--- src/rtl/link_setup_handshake_macros.svh ---
// ---------------------------------------------------------------------------
// link_setup_handshake_macros.svh
// Assertion macros shared by the link setup handshake modules.
// ---------------------------------------------------------------------------
`ifndef LINK_SETUP_HANDSHAKE_MACROS_SVH
`define LINK_SETUP_HANDSHAKE_MACROS_SVH

// same-cycle implication
`define LSH_ASSERT_NOW(name, clk, rst, ante, cons) \
   name: assert property (@(posedge clk) disable iff (rst) (ante) |-> (cons)) \
      else $error("lsh assertion failed");

// next-cycle implication
`define LSH_ASSERT_NEXT(name, clk, rst, ante, cons) \
   name: assert property (@(posedge clk) disable iff (rst) (ante) |=> (cons)) \
      else $error("lsh assertion failed");

`endif

--- src/rtl/lsh_pkg.sv ---
// ---------------------------------------------------------------------------
// lsh_pkg
// Types and constants of the link setup handshake block.
// ---------------------------------------------------------------------------
package lsh_pkg;

   localparam logic [7:0] FRAME_FLAG = 8'h7E;
   localparam logic [7:0] FRAME_ADDR = 8'h03;
   localparam logic [7:0] CTRL_SET   = 8'h03;
   localparam logic [7:0] CTRL_UA    = 8'h07;

   localparam int BEAT_W = 3;
   localparam logic [BEAT_W-1:0] FRAME_LAST_BEAT = 3'd4;

   localparam int QUEUE_DEPTH = 4;
   localparam int QUEUE_PTR_W = $clog2(QUEUE_DEPTH);
   localparam int QUEUE_CNT_W = $clog2(QUEUE_DEPTH + 1);

   localparam int CSR_INDEX_W = 2;
   localparam int CSR_DATA_W  = 16;

   typedef enum logic [1:0] {
      OP_BYTE  = 2'd0,
      OP_TICK  = 2'd1,
      OP_START = 2'd2
   } op_type;

   typedef enum logic [CSR_INDEX_W-1:0] {
      CSR_ROLE     = 2'd0,
      CSR_TIMEOUT  = 2'd1,
      CSR_ATTEMPTS = 2'd2
   } csr_index_type;

   typedef enum logic [1:0] {
      PH_IDLE = 2'd0,
      PH_WAIT = 2'd1,
      PH_CONN = 2'd2,
      PH_FAIL = 2'd3
   } phase_type;

   typedef enum logic [2:0] {
      MS_START = 3'd0,
      MS_FLAG  = 3'd1,
      MS_ADDR  = 3'd2,
      MS_CTRL  = 3'd3,
      MS_BCC   = 3'd4
   } match_type;

   typedef enum logic [1:0] {
      JOB_STATUS = 2'd0,
      JOB_SET    = 2'd1,
      JOB_UA     = 2'd2
   } job_kind_type;

   typedef struct packed {
      job_kind_type kind;
      phase_type    status;
   } job_type;

   typedef struct packed {
      logic full;
      logic empty;
   } queue_status_type;

endpackage

--- src/rtl/lsh_front.sv ---
// ---------------------------------------------------------------------------
// lsh_front
// Accepts items, holds config, runs the SET/UA protocol state and queues
// one job (frame or status beat) per accepted item.
// ---------------------------------------------------------------------------
module lsh_front (
   input  logic                         clock,
   input  logic                         reset,
   input  logic                         req_valid,
   output logic                         req_stall,
   input  logic [1:0]                   req_opcode,
   input  logic [7:0]                   req_rx_byte,
   input  logic                         csr_valid,
   output logic                         csr_ready,
   input  logic [lsh_pkg::CSR_INDEX_W-1:0] csr_index,
   input  logic [lsh_pkg::CSR_DATA_W-1:0]  csr_data,
   input  lsh_pkg::queue_status_type    queue_status,
   output logic                         job_push,
   output lsh_pkg::job_type             job_data
);
   import lsh_pkg::*;

   logic        role_ff;
   logic [15:0] timeout_ff;
   logic [7:0]  max_att_ff;

   phase_type   phase_ff, phase_in;
   match_type   ms_ff, ms_in;
   logic [15:0] wait_ff, wait_in;
   logic [7:0]  att_ff, att_in;

   logic        accept;
   logic [7:0]  ctrl_sel;
   logic [7:0]  expect_byte;
   match_type   ms_step;
   logic        frame_done;
   job_kind_type kind;

   assign csr_ready = 1'b1;
   assign req_stall = queue_status.full;
   assign accept    = req_valid && !queue_status.full;

   always_ff @(posedge clock) begin
      if (reset) begin
         role_ff    <= 1'b0;
         timeout_ff <= 16'd3;
         max_att_ff <= 8'd3;
      end else if (csr_valid) begin
         unique case (csr_index_type'(csr_index))
            CSR_ROLE:     role_ff    <= csr_data[0];
            CSR_TIMEOUT:  timeout_ff <= csr_data[15:0];
            CSR_ATTEMPTS: max_att_ff <= csr_data[7:0];
            default: ;
         endcase
      end
   end

   // frame matcher step on the received byte
   always_comb begin
      ctrl_sel   = role_ff ? CTRL_SET : CTRL_UA;
      ms_step    = MS_START;
      frame_done = 1'b0;
      unique case (ms_ff)
         MS_FLAG: expect_byte = FRAME_ADDR;
         MS_ADDR: expect_byte = ctrl_sel;
         MS_CTRL: expect_byte = FRAME_ADDR ^ ctrl_sel;
         default: expect_byte = FRAME_FLAG;
      endcase
      unique case (ms_ff)
         MS_FLAG, MS_ADDR, MS_CTRL: begin
            if (req_rx_byte == expect_byte) begin
               ms_step = match_type'(ms_ff + 3'd1);
            end else if (req_rx_byte == FRAME_FLAG) begin
               ms_step = MS_FLAG;
            end
         end
         MS_BCC: begin
            frame_done = (req_rx_byte == FRAME_FLAG);
         end
         default: begin
            if (req_rx_byte == FRAME_FLAG) ms_step = MS_FLAG;
         end
      endcase
   end

   always_comb begin
      phase_in = phase_ff;
      ms_in    = ms_ff;
      wait_in  = wait_ff;
      att_in   = att_ff;
      kind     = JOB_STATUS;
      if (op_type'(req_opcode) == OP_START) begin
         ms_in   = MS_START;
         wait_in = 16'd0;
         att_in  = 8'd0;
         if (role_ff) begin
            phase_in = PH_WAIT;
         end else if (max_att_ff == 8'd0) begin
            phase_in = PH_FAIL;
         end else begin
            att_in   = 8'd1;
            wait_in  = timeout_ff;
            phase_in = PH_WAIT;
            kind     = JOB_SET;
         end
      end else if (role_ff) begin
         if (op_type'(req_opcode) == OP_BYTE &&
             (phase_ff == PH_WAIT || phase_ff == PH_CONN)) begin
            ms_in = ms_step;
            if (frame_done) begin
               phase_in = PH_CONN;
               kind     = JOB_UA;
            end
         end
      end else if (phase_ff == PH_WAIT) begin
         if (op_type'(req_opcode) == OP_BYTE) begin
            ms_in = ms_step;
            if (frame_done) begin
               phase_in = PH_CONN;
               wait_in  = 16'd0;
            end
         end else if (op_type'(req_opcode) == OP_TICK) begin
            if (wait_ff > 16'd1) begin
               wait_in = wait_ff - 16'd1;
            end else if (att_ff < max_att_ff) begin
               // timeout: resend SET
               att_in   = att_ff + 8'd1;
               wait_in  = timeout_ff;
               ms_in    = MS_START;
               kind     = JOB_SET;
            end else begin
               wait_in  = 16'd0;
               phase_in = PH_FAIL;
               ms_in    = MS_START;
            end
         end
      end
   end

   assign job_push        = accept;
   assign job_data.kind   = kind;
   assign job_data.status = phase_in;

   always_ff @(posedge clock) begin
      if (reset) begin
         phase_ff <= PH_IDLE;
         ms_ff    <= MS_START;
         wait_ff  <= 16'd0;
         att_ff   <= 8'd0;
      end else if (accept) begin
         phase_ff <= phase_in;
         ms_ff    <= ms_in;
         wait_ff  <= wait_in;
         att_ff   <= att_in;
      end
   end

endmodule

--- src/rtl/lsh_queue.sv ---
// ---------------------------------------------------------------------------
// lsh_queue
// Short job queue between the protocol front end and the frame emitter.
// ---------------------------------------------------------------------------
`include "link_setup_handshake_macros.svh"

module lsh_queue (
   input  logic                      clock,
   input  logic                      reset,
   input  logic                      push,
   input  lsh_pkg::job_type          push_data,
   input  logic                      pop,
   output lsh_pkg::job_type          pop_data,
   output lsh_pkg::queue_status_type status
);
   import lsh_pkg::*;

   job_type                mem_ff [QUEUE_DEPTH];
   logic [QUEUE_PTR_W-1:0] wr_ff, wr_in;
   logic [QUEUE_PTR_W-1:0] rd_ff, rd_in;
   logic [QUEUE_CNT_W-1:0] cnt_ff, cnt_in;
   logic                   do_push, do_pop;

   assign status.full  = (cnt_ff == QUEUE_CNT_W'(QUEUE_DEPTH));
   assign status.empty = (cnt_ff == '0);
   assign do_push      = push && !status.full;
   assign do_pop       = pop && !status.empty;
   assign pop_data     = mem_ff[rd_ff];

   always_comb begin
      wr_in  = wr_ff;
      rd_in  = rd_ff;
      cnt_in = cnt_ff;
      if (do_push) begin
         wr_in = (wr_ff == QUEUE_PTR_W'(QUEUE_DEPTH - 1)) ? '0 : wr_ff + 1'b1;
      end
      if (do_pop) begin
         rd_in = (rd_ff == QUEUE_PTR_W'(QUEUE_DEPTH - 1)) ? '0 : rd_ff + 1'b1;
      end
      if (do_push && !do_pop) begin
         cnt_in = cnt_ff + 1'b1;
      end else if (do_pop && !do_push) begin
         cnt_in = cnt_ff - 1'b1;
      end
   end

   always_ff @(posedge clock) begin
      if (reset) begin
         wr_ff  <= '0;
         rd_ff  <= '0;
         cnt_ff <= '0;
      end else begin
         wr_ff  <= wr_in;
         rd_ff  <= rd_in;
         cnt_ff <= cnt_in;
      end
   end

   always_ff @(posedge clock) begin
      if (do_push) mem_ff[wr_ff] <= push_data;
   end

   `LSH_ASSERT_NOW(a_cnt_bound, clock, reset, 1'b1, cnt_ff <= QUEUE_CNT_W'(QUEUE_DEPTH))
   `LSH_ASSERT_NOW(a_no_push_full, clock, reset, status.full, !push)
   `LSH_ASSERT_NOW(a_ptr_gap, clock, reset, status.empty || status.full, wr_ff == rd_ff)

endmodule

--- src/rtl/lsh_back.sv ---
// ---------------------------------------------------------------------------
// lsh_back
// Pops jobs and drives the result register: five frame beats for SET/UA,
// one status beat otherwise.
// ---------------------------------------------------------------------------
`include "link_setup_handshake_macros.svh"

module lsh_back (
   input  logic                      clock,
   input  logic                      reset,
   input  lsh_pkg::queue_status_type queue_status,
   input  lsh_pkg::job_type          job_data,
   output logic                      job_pop,
   output logic                      rsp_valid,
   input  logic                      rsp_stall,
   output logic [7:0]                rsp_tx_byte,
   output logic                      rsp_tx_valid,
   output logic                      rsp_last_of_run,
   output logic [1:0]                rsp_link_status
);
   import lsh_pkg::*;

   function automatic logic [7:0] frame_byte(input logic [7:0] ctrl,
                                             input logic [BEAT_W-1:0] idx);
      logic [7:0] r;
      case (idx)
         3'd1:    r = FRAME_ADDR;
         3'd2:    r = ctrl;
         3'd3:    r = FRAME_ADDR ^ ctrl;
         default: r = FRAME_FLAG;
      endcase
      return r;
   endfunction

   logic              valid_ff, valid_in;
   logic [7:0]        byte_ff, byte_in;
   logic              txv_ff, txv_in;
   logic              last_ff, last_in;
   phase_type         stat_ff, stat_in;
   logic              active_ff, active_in;
   logic [BEAT_W-1:0] beat_ff, beat_in;
   logic [7:0]        ctrl_ff, ctrl_in;
   phase_type         cur_stat_ff, cur_stat_in;
   logic              load;

   assign load = !valid_ff || !rsp_stall;

   always_comb begin
      valid_in    = valid_ff;
      byte_in     = byte_ff;
      txv_in      = txv_ff;
      last_in     = last_ff;
      stat_in     = stat_ff;
      active_in   = active_ff;
      beat_in     = beat_ff;
      ctrl_in     = ctrl_ff;
      cur_stat_in = cur_stat_ff;
      job_pop     = 1'b0;
      if (load) begin
         if (active_ff) begin
            valid_in  = 1'b1;
            byte_in   = frame_byte(ctrl_ff, beat_ff);
            txv_in    = 1'b1;
            last_in   = (beat_ff == FRAME_LAST_BEAT);
            stat_in   = cur_stat_ff;
            beat_in   = beat_ff + 1'b1;
            active_in = (beat_ff != FRAME_LAST_BEAT);
         end else if (!queue_status.empty) begin
            job_pop  = 1'b1;
            valid_in = 1'b1;
            stat_in  = job_data.status;
            if (job_data.kind == JOB_STATUS) begin
               byte_in = 8'd0;
               txv_in  = 1'b0;
               last_in = 1'b1;
            end else begin
               ctrl_in     = (job_data.kind == JOB_UA) ? CTRL_UA : CTRL_SET;
               cur_stat_in = job_data.status;
               byte_in     = FRAME_FLAG;
               txv_in      = 1'b1;
               last_in     = 1'b0;
               beat_in     = 3'd1;
               active_in   = 1'b1;
            end
         end else begin
            valid_in = 1'b0;
         end
      end
   end

   always_ff @(posedge clock) begin
      if (reset) begin
         valid_ff  <= 1'b0;
         active_ff <= 1'b0;
         beat_ff   <= '0;
      end else begin
         valid_ff  <= valid_in;
         active_ff <= active_in;
         beat_ff   <= beat_in;
      end
   end

   always_ff @(posedge clock) begin
      byte_ff     <= byte_in;
      txv_ff      <= txv_in;
      last_ff     <= last_in;
      stat_ff     <= stat_in;
      ctrl_ff     <= ctrl_in;
      cur_stat_ff <= cur_stat_in;
   end

   assign rsp_valid       = valid_ff;
   assign rsp_tx_byte     = byte_ff;
   assign rsp_tx_valid    = txv_ff;
   assign rsp_last_of_run = last_ff;
   assign rsp_link_status = stat_ff;

   `LSH_ASSERT_NOW(a_active_beat, clock, reset, active_ff, beat_ff != 3'd0 && beat_ff <= FRAME_LAST_BEAT)
   `LSH_ASSERT_NEXT(a_frame_runs, clock, reset, valid_ff && !rsp_stall && !last_ff, valid_ff && txv_ff)
   `LSH_ASSERT_NOW(a_no_pop_mid, clock, reset, active_ff, !job_pop)

endmodule

--- src/rtl/link_setup_handshake.sv ---
// ---------------------------------------------------------------------------
// link_setup_handshake
// SET/UA link establishment over a byte link with supervisory frames.
// ---------------------------------------------------------------------------
// Input channel (req_): one beat per received byte, time tick or start.
// Result channel (rsp_): an item that sends SET or UA yields five beats
// (7E 03 ctrl bcc 7E); any other item yields one status beat with
// tx_valid low. last_of_run marks the final beat of each item and
// link_status gives the phase after that item.
// Config (csr_): index 0 role, 1 timeout ticks, 2 max attempts; always ready,
// to be written by the user only while idle; the block does not enforce it.
// An accepted item's job enters the job queue at the accept edge, and its
// first result beat is then registered from the queue. Protocol state
// updates at the accept edge, so items are taken one per cycle while the
// job queue is not full; a four-entry job queue sits between the front end
// and the frame emitter, which sends one beat per cycle while rsp_stall is
// low; a valid result beat holds while rsp_stall is high. req_stall rises
// once the job queue is full. Synchronous reset returns to idle, role
// transmitter, timeout 3, max attempts 3, and empties the queue.
// ---------------------------------------------------------------------------
module link_setup_handshake (
   input  logic                            clock,
   input  logic                            reset,
   input  logic                            req_valid,
   output logic                            req_stall,
   input  logic [1:0]                      req_opcode,
   input  logic [7:0]                      req_rx_byte,
   output logic                            rsp_valid,
   input  logic                            rsp_stall,
   output logic [7:0]                      rsp_tx_byte,
   output logic                            rsp_tx_valid,
   output logic                            rsp_last_of_run,
   output logic [1:0]                      rsp_link_status,
   input  logic                            csr_valid,
   output logic                            csr_ready,
   input  logic [lsh_pkg::CSR_INDEX_W-1:0] csr_index,
   input  logic [lsh_pkg::CSR_DATA_W-1:0]  csr_data
);
   import lsh_pkg::*;

   queue_status_type q_status;
   logic             push, pop;
   job_type          push_job, pop_job;

   lsh_front u_front (
      .clock        (clock),
      .reset        (reset),
      .req_valid    (req_valid),
      .req_stall    (req_stall),
      .req_opcode   (req_opcode),
      .req_rx_byte  (req_rx_byte),
      .csr_valid    (csr_valid),
      .csr_ready    (csr_ready),
      .csr_index    (csr_index),
      .csr_data     (csr_data),
      .queue_status (q_status),
      .job_push     (push),
      .job_data     (push_job)
   );

   lsh_queue u_queue (
      .clock     (clock),
      .reset     (reset),
      .push      (push),
      .push_data (push_job),
      .pop       (pop),
      .pop_data  (pop_job),
      .status    (q_status)
   );

   lsh_back u_back (
      .clock           (clock),
      .reset           (reset),
      .queue_status    (q_status),
      .job_data        (pop_job),
      .job_pop         (pop),
      .rsp_valid       (rsp_valid),
      .rsp_stall       (rsp_stall),
      .rsp_tx_byte     (rsp_tx_byte),
      .rsp_tx_valid    (rsp_tx_valid),
      .rsp_last_of_run (rsp_last_of_run),
      .rsp_link_status (rsp_link_status)
   );

endmodule

--- config.mk ---
export PLATFORM = sky130hd
export DESIGN_NAME = link_setup_handshake
export DESIGN_NICKNAME = d
export VERILOG_FILES = /design/src/rtl/lsh_pkg.sv /design/src/rtl/lsh_front.sv /design/src/rtl/lsh_queue.sv /design/src/rtl/lsh_back.sv /design/src/rtl/link_setup_handshake.sv
export VERILOG_INCLUDE_DIRS = /design/src /design/src/rtl
export SDC_FILE = /design/constraint.sdc
export NUM_CORES = 1
export LEC_CHECK = 0
export ABC_AREA = 1
export BUFFER_PORTS_ARGS = -buffer_cell sky130_fd_sc_hd__buf_4
export CAP_MARGIN = 0
export CORE_MARGIN = 2
export CORE_UTILIZATION = 55
export CTS_CLUSTER_SIZE = 14
export DETAILED_ROUTE_END_ITERATION = 8
export PLACE_DENSITY_LB_ADDON = 0.05
export SETUP_SLACK_MARGIN = 0.4
export SLEW_MARGIN = 20
export SYNTH_ARGS = -nofsm -noshare
export SYNTH_HDL_FRONTEND = slang
export SYNTH_SLANG_ARGS = --single-unit
--- constraint.sdc ---
create_clock -name clock -period 2.13 [get_ports clock]
set_input_delay 0.213 -clock clock [delete_from_list [all_inputs] [get_ports clock]]
set_output_delay 0.213 -clock clock [all_outputs]
set_load 0.005 [all_outputs]
=== Word-level counts from Yosys, hierarchy flattened ===
Memories as Yosys holds them, arrays and structs flattened. A register that Yosys moved wholly into a read port is not among the register bits.
Index checks and enable logic that the tools add are counted.

* $lt $le $gt $ge: 2
* Equal/unequal tests: 29
* Bitwise logic cells: 5
* Reduce and logical (&&, ||, !) cells: 36
* Add/subtract/negate cells: 8
* Mux-type cells: 83

{| class="wikitable"
|+ Operator list
! kind !! number
|-
| two-way mux 16 bit || 10
|-
| two-way mux 8 bit || 10
|-
| two-way mux 2 bit || 26
|-
| case mux 8 bit (3 select lines) || 2
|-
| two-way mux 3 bit || 15
|-
| two-way mux 1 bit || 18
|-
| > comparator 16 x 1 -> 1 bit, second input constant || 1
|-
| subtractor 16 x 1 -> 16 bit, second input constant || 1
|-
| == test 2 bit, second input constant || 6
|-
| == test 3 x 2 -> 1 bit, second input constant || 4
|-
| AND reduction 5 bit || 2
|-
| adder 3 x 1 -> 3 bit, second input constant || 3
|-
| == test 3 bit, second input constant || 3
|-
| adder 8 x 1 -> 8 bit, second input constant || 1
|-
| == test 8 x 7 -> 1 bit, second input constant || 1
|-
| == test 8 bit || 1
|-
| logical NOT 8 bit || 1
|-
| < comparator 8 bit || 1
|-
| AND reduction 2 bit || 4
|-
| nonzero test 2 bit || 4
|-
| two-way mux 7 bit || 1
|-
| AND reduction 7 bit || 1
|-
| == test 2 x 1 -> 1 bit, second input constant || 3
|-
| == test 3 x 1 -> 1 bit, second input constant || 2
|-
| other kinds (20) || 42
|}

* Memories: 1
* Output and inout port bits: 15
* Bits in writable memories: 16
* Logic and storage cells: 183
* Bits in registers: 88

{| class="wikitable"
|+ Memories
! name !! words !! width !! rd ports !! clocked after Yosys merged registers in !! write ports !! RTL line !! source
|-
| u_queue.mem_ff || 4 || 4 || 1 || 1 || 1 || lsh_queue.sv:18 || <nowiki>job_type mem_ff [QUEUE_DEPTH];</nowiki>
|}

=== Longest topological paths before layout ===
* Word-level depth: 10
* Depth in mapped cells: 16

=== Hierarchy ===
From an unflattened synthesis, not the netlist that was laid out.

* Cell total of the unflattened synthesis: 748
* Area, all modules: 5601.6 µm²

{| class="wikitable"
|+ Modules (own cells, without submodules)
! module !! seq. area each (µm²) !! area an instance (µm²) !! cells an instance !! times used
|-
| lsh_front || 1081.0 || 3683.5 || 564 || 1
|-
| lsh_queue || 660.6 || 1109.8 || 110 || 1
|-
| lsh_back || 430.4 || 808.3 || 74 || 1
|}

=== Least setup slack after synthesis ===
Ideal clock, no wire load.

* Path type: reg-to-reg
* Start: reg u_queue.cnt_ff[0]
* End: reg u_queue.cnt_ff[1]
* Cell stages (with the launch flop): 11
* Slack: 268 ps
* Data arrival time: 1746 ps
* Required time: 2014 ps
* Period minus slack after synthesis: 1862 ps
* Cells stage by stage: dfxtp_1 > nor2_1 > nand2_1 > inv_1 > nor3_1 > inv_1 > ha_1 > inv_1 > fa_1 > o21ai_0 > nor2_1

* Longest elaborated chain between the ends: 8
* Elaborated cells between the ends (all ways): 19

{| class="wikitable"
|+ RTL lines
! element !! RTL line !! source
|-
| from (decl) || lsh_queue.sv:21 || <nowiki>logic [QUEUE_CNT_W-1:0] cnt_ff, cnt_in;</nowiki>
|-
| from (signal assigned) || lsh_queue.sv:55 || <nowiki>cnt_ff <= cnt_in;</nowiki>
|-
| logical NOT 3 bit || lsh_queue.sv:25 || <nowiki>assign status.empty = (cnt_ff == '0);</nowiki>
|-
| two-way mux 1 bit || lsh_back.sv:68 || <nowiki>end else if (!queue_status.empty) begin</nowiki>
|-
| two-way mux 1 bit || lsh_back.sv:60 || <nowiki>if (active_ff) begin</nowiki>
|-
| two-way mux 1 bit || lsh_back.sv:59 || <nowiki>if (load) begin</nowiki>
|-
| logical AND 1 bit || lsh_queue.sv:27 || <nowiki>assign do_pop = pop && !status.empty;</nowiki>
|-
| logical NOT 1 bit || lsh_queue.sv:40 || <nowiki>if (do_push && !do_pop) begin</nowiki>
|-
| logical AND 1 bit || lsh_queue.sv:40 ||
|-
| two-way mux 3 bit (*) || lsh_queue.sv:40 ||
|-
| net u_queue.cnt_in[1] || lsh_queue.sv:21 ||
|}

Mark *: on every way through the listed nets, which the timed path passes. The rest lies on a longest branch. The select of a mux whose other input is x is not followed.
A chain may end at the register's enable or synchronous reset.

=== Worst setup path in the final report ===
* Start: reg u_front.max_att_ff[2]
* End: reg u_front.wait_ff[3]

* Longest elaborated chain between the ends: 8
* Elaborated cells between the ends (all ways): 11

{| class="wikitable"
|+ RTL lines
! element !! RTL line !! source
|-
| from (decl) || lsh_front.sv:25 || <nowiki>logic [7:0] max_att_ff;</nowiki>
|-
| from (signal assigned) || lsh_front.sv:52 || <nowiki>CSR_ATTEMPTS: max_att_ff <= csr_data[7:0];</nowiki>
|-
| < comparator 8 bit || lsh_front.sv:125 || <nowiki>end else if (att_ff < max_att_ff) begin</nowiki>
|-
| two-way mux 16 bit || lsh_front.sv:125 ||
|-
| two-way mux 16 bit || lsh_front.sv:123 || <nowiki>if (wait_ff > 16'd1) begin</nowiki>
|-
| two-way mux 16 bit || lsh_front.sv:122 || <nowiki>end else if (op_type'(req_opcode) == OP_TICK) begin</nowiki>
|-
| two-way mux 16 bit || lsh_front.sv:116 || <nowiki>if (op_type'(req_opcode) == OP_BYTE) begin</nowiki>
|-
| two-way mux 16 bit || lsh_front.sv:115 || <nowiki>end else if (phase_ff == PH_WAIT) begin</nowiki>
|-
| two-way mux 16 bit || lsh_front.sv:106 || <nowiki>end else if (role_ff) begin</nowiki>
|-
| two-way mux 16 bit (*) || lsh_front.sv:92 || <nowiki>if (op_type'(req_opcode) == OP_START) begin</nowiki>
|-
| to (signal assigned) || lsh_front.sv:153 || <nowiki>wait_ff <= wait_in;</nowiki>
|-
| to (decl) || lsh_front.sv:29 || <nowiki>logic [15:0] wait_ff, wait_in;</nowiki>
|}

Mark *: on every way between the ends. The rest lies on a longest branch, timed or not. The select of a mux whose other input is x is not followed.

==> impl_metrics.ini <==
[grt]
grt_pass1_vias = 4460
grt_pass1_wl_um = 20000
antenna_found_initial = 0
overflow = 0
grt_max_degree = 42
track_usage = 0.242

[clock_network]
clockBufferDepth = 2
ctsHoldBuffers = 0
clock_sinks = 95
h-tree-depth = 3
cts_root_buf = clkbuf_8
clk_pin_slew_ns = 0.10
cts_buffers = 9
worstSkewPairLatency_ns = 0.38
cts_tree = yes

[detailed_routing]
routed_via_density = 5.40
drtIter0Drc = 253
wl_per_cell_um = 13.8
vias = 4836
routed_wl_um = 12300
remaining_drc_errors = 0
dr.pass1.iters = 4
ant_nets = 0

[die]
core_um2 = 9240
die_w_um = 102
die_area_um2 = 10300
num_io_pins = 48
fp-row-count = 35
start_util = 0.568
die_h_um = 102

[sta]
setup_viol = 0
max_slew_margin = 0.607
slew_violations = 0
timing.fmax_ghz = 0.565
hold_viol_final = 0
finalSetupTns_ns = 0
worst_slew_pin_slew_ns = 0.589
min_period_ns = 1.77
skew_ns = 0.0216
rsz0062_at_grt = true
fin_crit_sh = 0.832

[flow_run]
maxCapViolations = 0

[synth]
synthTopCellsByArea = dfxtp_1 26%, edfxtp_1 15%, nand2_1 8.7%
synth_edf_count = 27
syn_area_um2 = 5240
synthCells = 690
synth-adder-area-share = 0.0778
ys_seq_area_frac = 0.414
yosysTopAreaCell = dfxtp_1
ys_ff_latch = 95
synth_xor_area_frac = 0.0184
synthArstFlopShare = 0
synth-simple-area-share = 0.233
yosysUniqueCellTypes = 44
ys.flop_type = dfxtp_1
yosys_warnings = 0
synth_mux_area_frac = 0
synth-compound-area-share = 0.168
synth_top_area_share = 0.260
yosysMostFrequentCell = nand2_1
synth_common_cells = 122 x nand2_1, 87 x inv_1, 78 x nor2_1
synth_nets = 755
synth_top_family_by_area = simple AND/OR/NAND/NOR gates
synth_area_per_cell_um2 = 7.60

[setup_path]
reg2reg_slack_ns = 0.36
startpoint = u_front.max_att_ff[2]$_SDFFE_PP0P_
reg2reg_from = u_front.max_att_ff[2]$_SDFFE_PP0P_
start_kind = register
r2r_cells = 13
crit_required_ns = 2.42
criticalPathCategory = reg -> reg
cp-end-kind = register
regToRegEndpoint = u_front.wait_ff[3]$_SDFFE_PP0P_
cp_data_arrival_time_ns = 2.06
cp_max_fo = 7
crit_path_end = u_front.wait_ff[3]$_SDFFE_PP0P_

[power_and_ir_drop]
ir_worst_vdd_mv = 0.600
p_per_area_nw_per_um2 = 902
power_w = 0.00598
p_leak_nw = 2.84

[final_layout]
nNetsFinal = 827
stdcell_count = 896
finalCoreUtilization = 0.717
num_antenna_cells = 0
fin_area_um2 = 6630
syn2layout_area_growth_pct = 26.4
layout-drive-gt1-share = 0.314

[place]
hpwl_um = 8050
placed_cells = 852
gp_congestion = 0.906
io_buffers = 45
placed_area_um2 = 5730

[status]
run_status = finished, final reports clean

[worst_hold_path]
worst_hold_path_type = in -> reg
[per-layer routing]
layer	GRT usage	part of all wire	vias up
li1	-	-	2423
met1	0.294	0.44	2256
met2	0.432	0.50	129
met3	0.0393	0.038	28
met4	0.0832	0.024	0
met5	0	0	-
[layout make-up]
cell class | instances | area (um2)
Tap cell | 129 | 161
Clock inverter | 7 | 65.1
Timing Repair Buffer | 82 | 643
Inverter | 88 | 350
Clock buffer | 9 | 124
Sequential cell | 95 | 2210
Multi-Input combinational cell | 486 | 3070
Fill cell | 715 | 2610
[stage by stage]
stage | setup slack, ns | hold WS [ns]
finish | 0.359 | 0.0651
global route | 0.212 | 0.0558
CTS | 0.385 | 0.0498
detailed placement | 0.154 | 0.443
global placement | 0.195 | 0.435
floorplan | 0.401 | 0.291
[kinds of logic after synthesis]
logic type                 Yosys count
and+or+nand+nor                    276
AOI/OAI and AO/OA                  163
buffers and inverters              111
DFF                                 95
adders and majority gates           32
xor gates and xnor gates            11
other                                2
[power by group]
group          total (W)  internal (W)  switching [W]
clock            0.00116      0.000451       0.000706
combinational    0.00237       0.00103        0.00135
sequential       0.00245       0.00225       0.000199
[worst max-delay path, cell delays in order (launching register included)]
cell     delay (ns)
dfxtp_1        0.31
inv_1          0.13
ha_4           0.22
nand2_1        0.06
inv_1          0.05
nand2_1        0.06
nand2_1        0.06
nand2_2        0.09
nand2_4        0.08
nor2_4         0.19
nand2_2        0.09
nand2_4        0.14
nand2_2        0.06
a31oi_1        0.15
[worst min-delay path by stage]
| stage | cells past startpoint | from | slack (ns) | end |
|---|---|---|---|---|
| finish | 3 | csr_data[10] | 0.07 | u_front.timeout_ff[10]$_SDFFE_PP0P_ |
| global route | 3 | csr_data[10] | 0.06 | u_front.timeout_ff[10]$_SDFFE_PP0P_ |
| CTS | 3 | csr_data[10] | 0.05 | u_front.timeout_ff[10]$_SDFFE_PP0P_ |
| detailed placement | 3 | csr_data[10] | 0.44 | u_front.timeout_ff[10]$_SDFFE_PP0P_ |
| global placement | 3 | csr_data[9] | 0.43 | u_front.timeout_ff[9]$_SDFFE_PP0P_ |
| floorplan | 1 | reset | 0.29 | u_queue.wr_ff[0]$_SDFFE_PP0P_ |
[flip-flops by register name (all words and copies together) (netlist names), named ones only]
register and flops:
u_front.timeout_ff 16, u_front.wait_ff 16, u_queue.mem_ff 16, u_front.att_ff 8, u_front.max_att_ff 8, u_back.rsp_tx_byte 4, u_back.beat_ff 3, u_front.ms_ff 3
u_queue.cnt_ff 3, u_back.cur_stat_ff 2, u_back.rsp_link_status 2, u_front.phase_ff 2, u_queue.rd_ff 2, u_queue.wr_ff 2, u_back.active_ff 1, u_back.ctrl_ff 1
u_back.rsp_last_of_run 1, u_back.rsp_tx_valid 1, u_back.rsp_valid 1, u_front.role_ff 1
[placed cells by master (no fill, tap or decap), types with 5 or more instances in the layout]
master	netlist	layout
inv_4	0	5
a31oi_1	5	5
nor2_1	78	69
a21oi_2	3	12
ha_1	31	18
inv_2	1	17
o21ai_0	72	60
nor3_1	7	6
dfxtp_2	0	13
o21ai_1	2	8
ha_4	0	11
xnor2_1	5	5
nand2_4	1	8
clkbuf_8	0	9
inv_1	87	65
dfxtp_1	68	48
a21oi_1	64	55
nand2_2	6	25
nand3_1	40	31
o21ai_2	1	5
nand3_2	0	8
buf_4	5	77
nor2_4	4	9
edfxtp_1	27	27
xor2_1	6	6
dfxtp_4	0	7
nor2_2	5	10
o211ai_1	7	7
nand2_1	122	96
[what timing repair did]
| action | in CTS | in global routing |
|---|---|---|
| resized for setup | 46 | 114 |
| setup buffers | 11 | 15 |
| endpoints found under the setup margin | 42 | 45 |
| pin swaps | 17 | 21 |
| cloned | 2 | 0 |
Power figures use the tool's default switching activity.
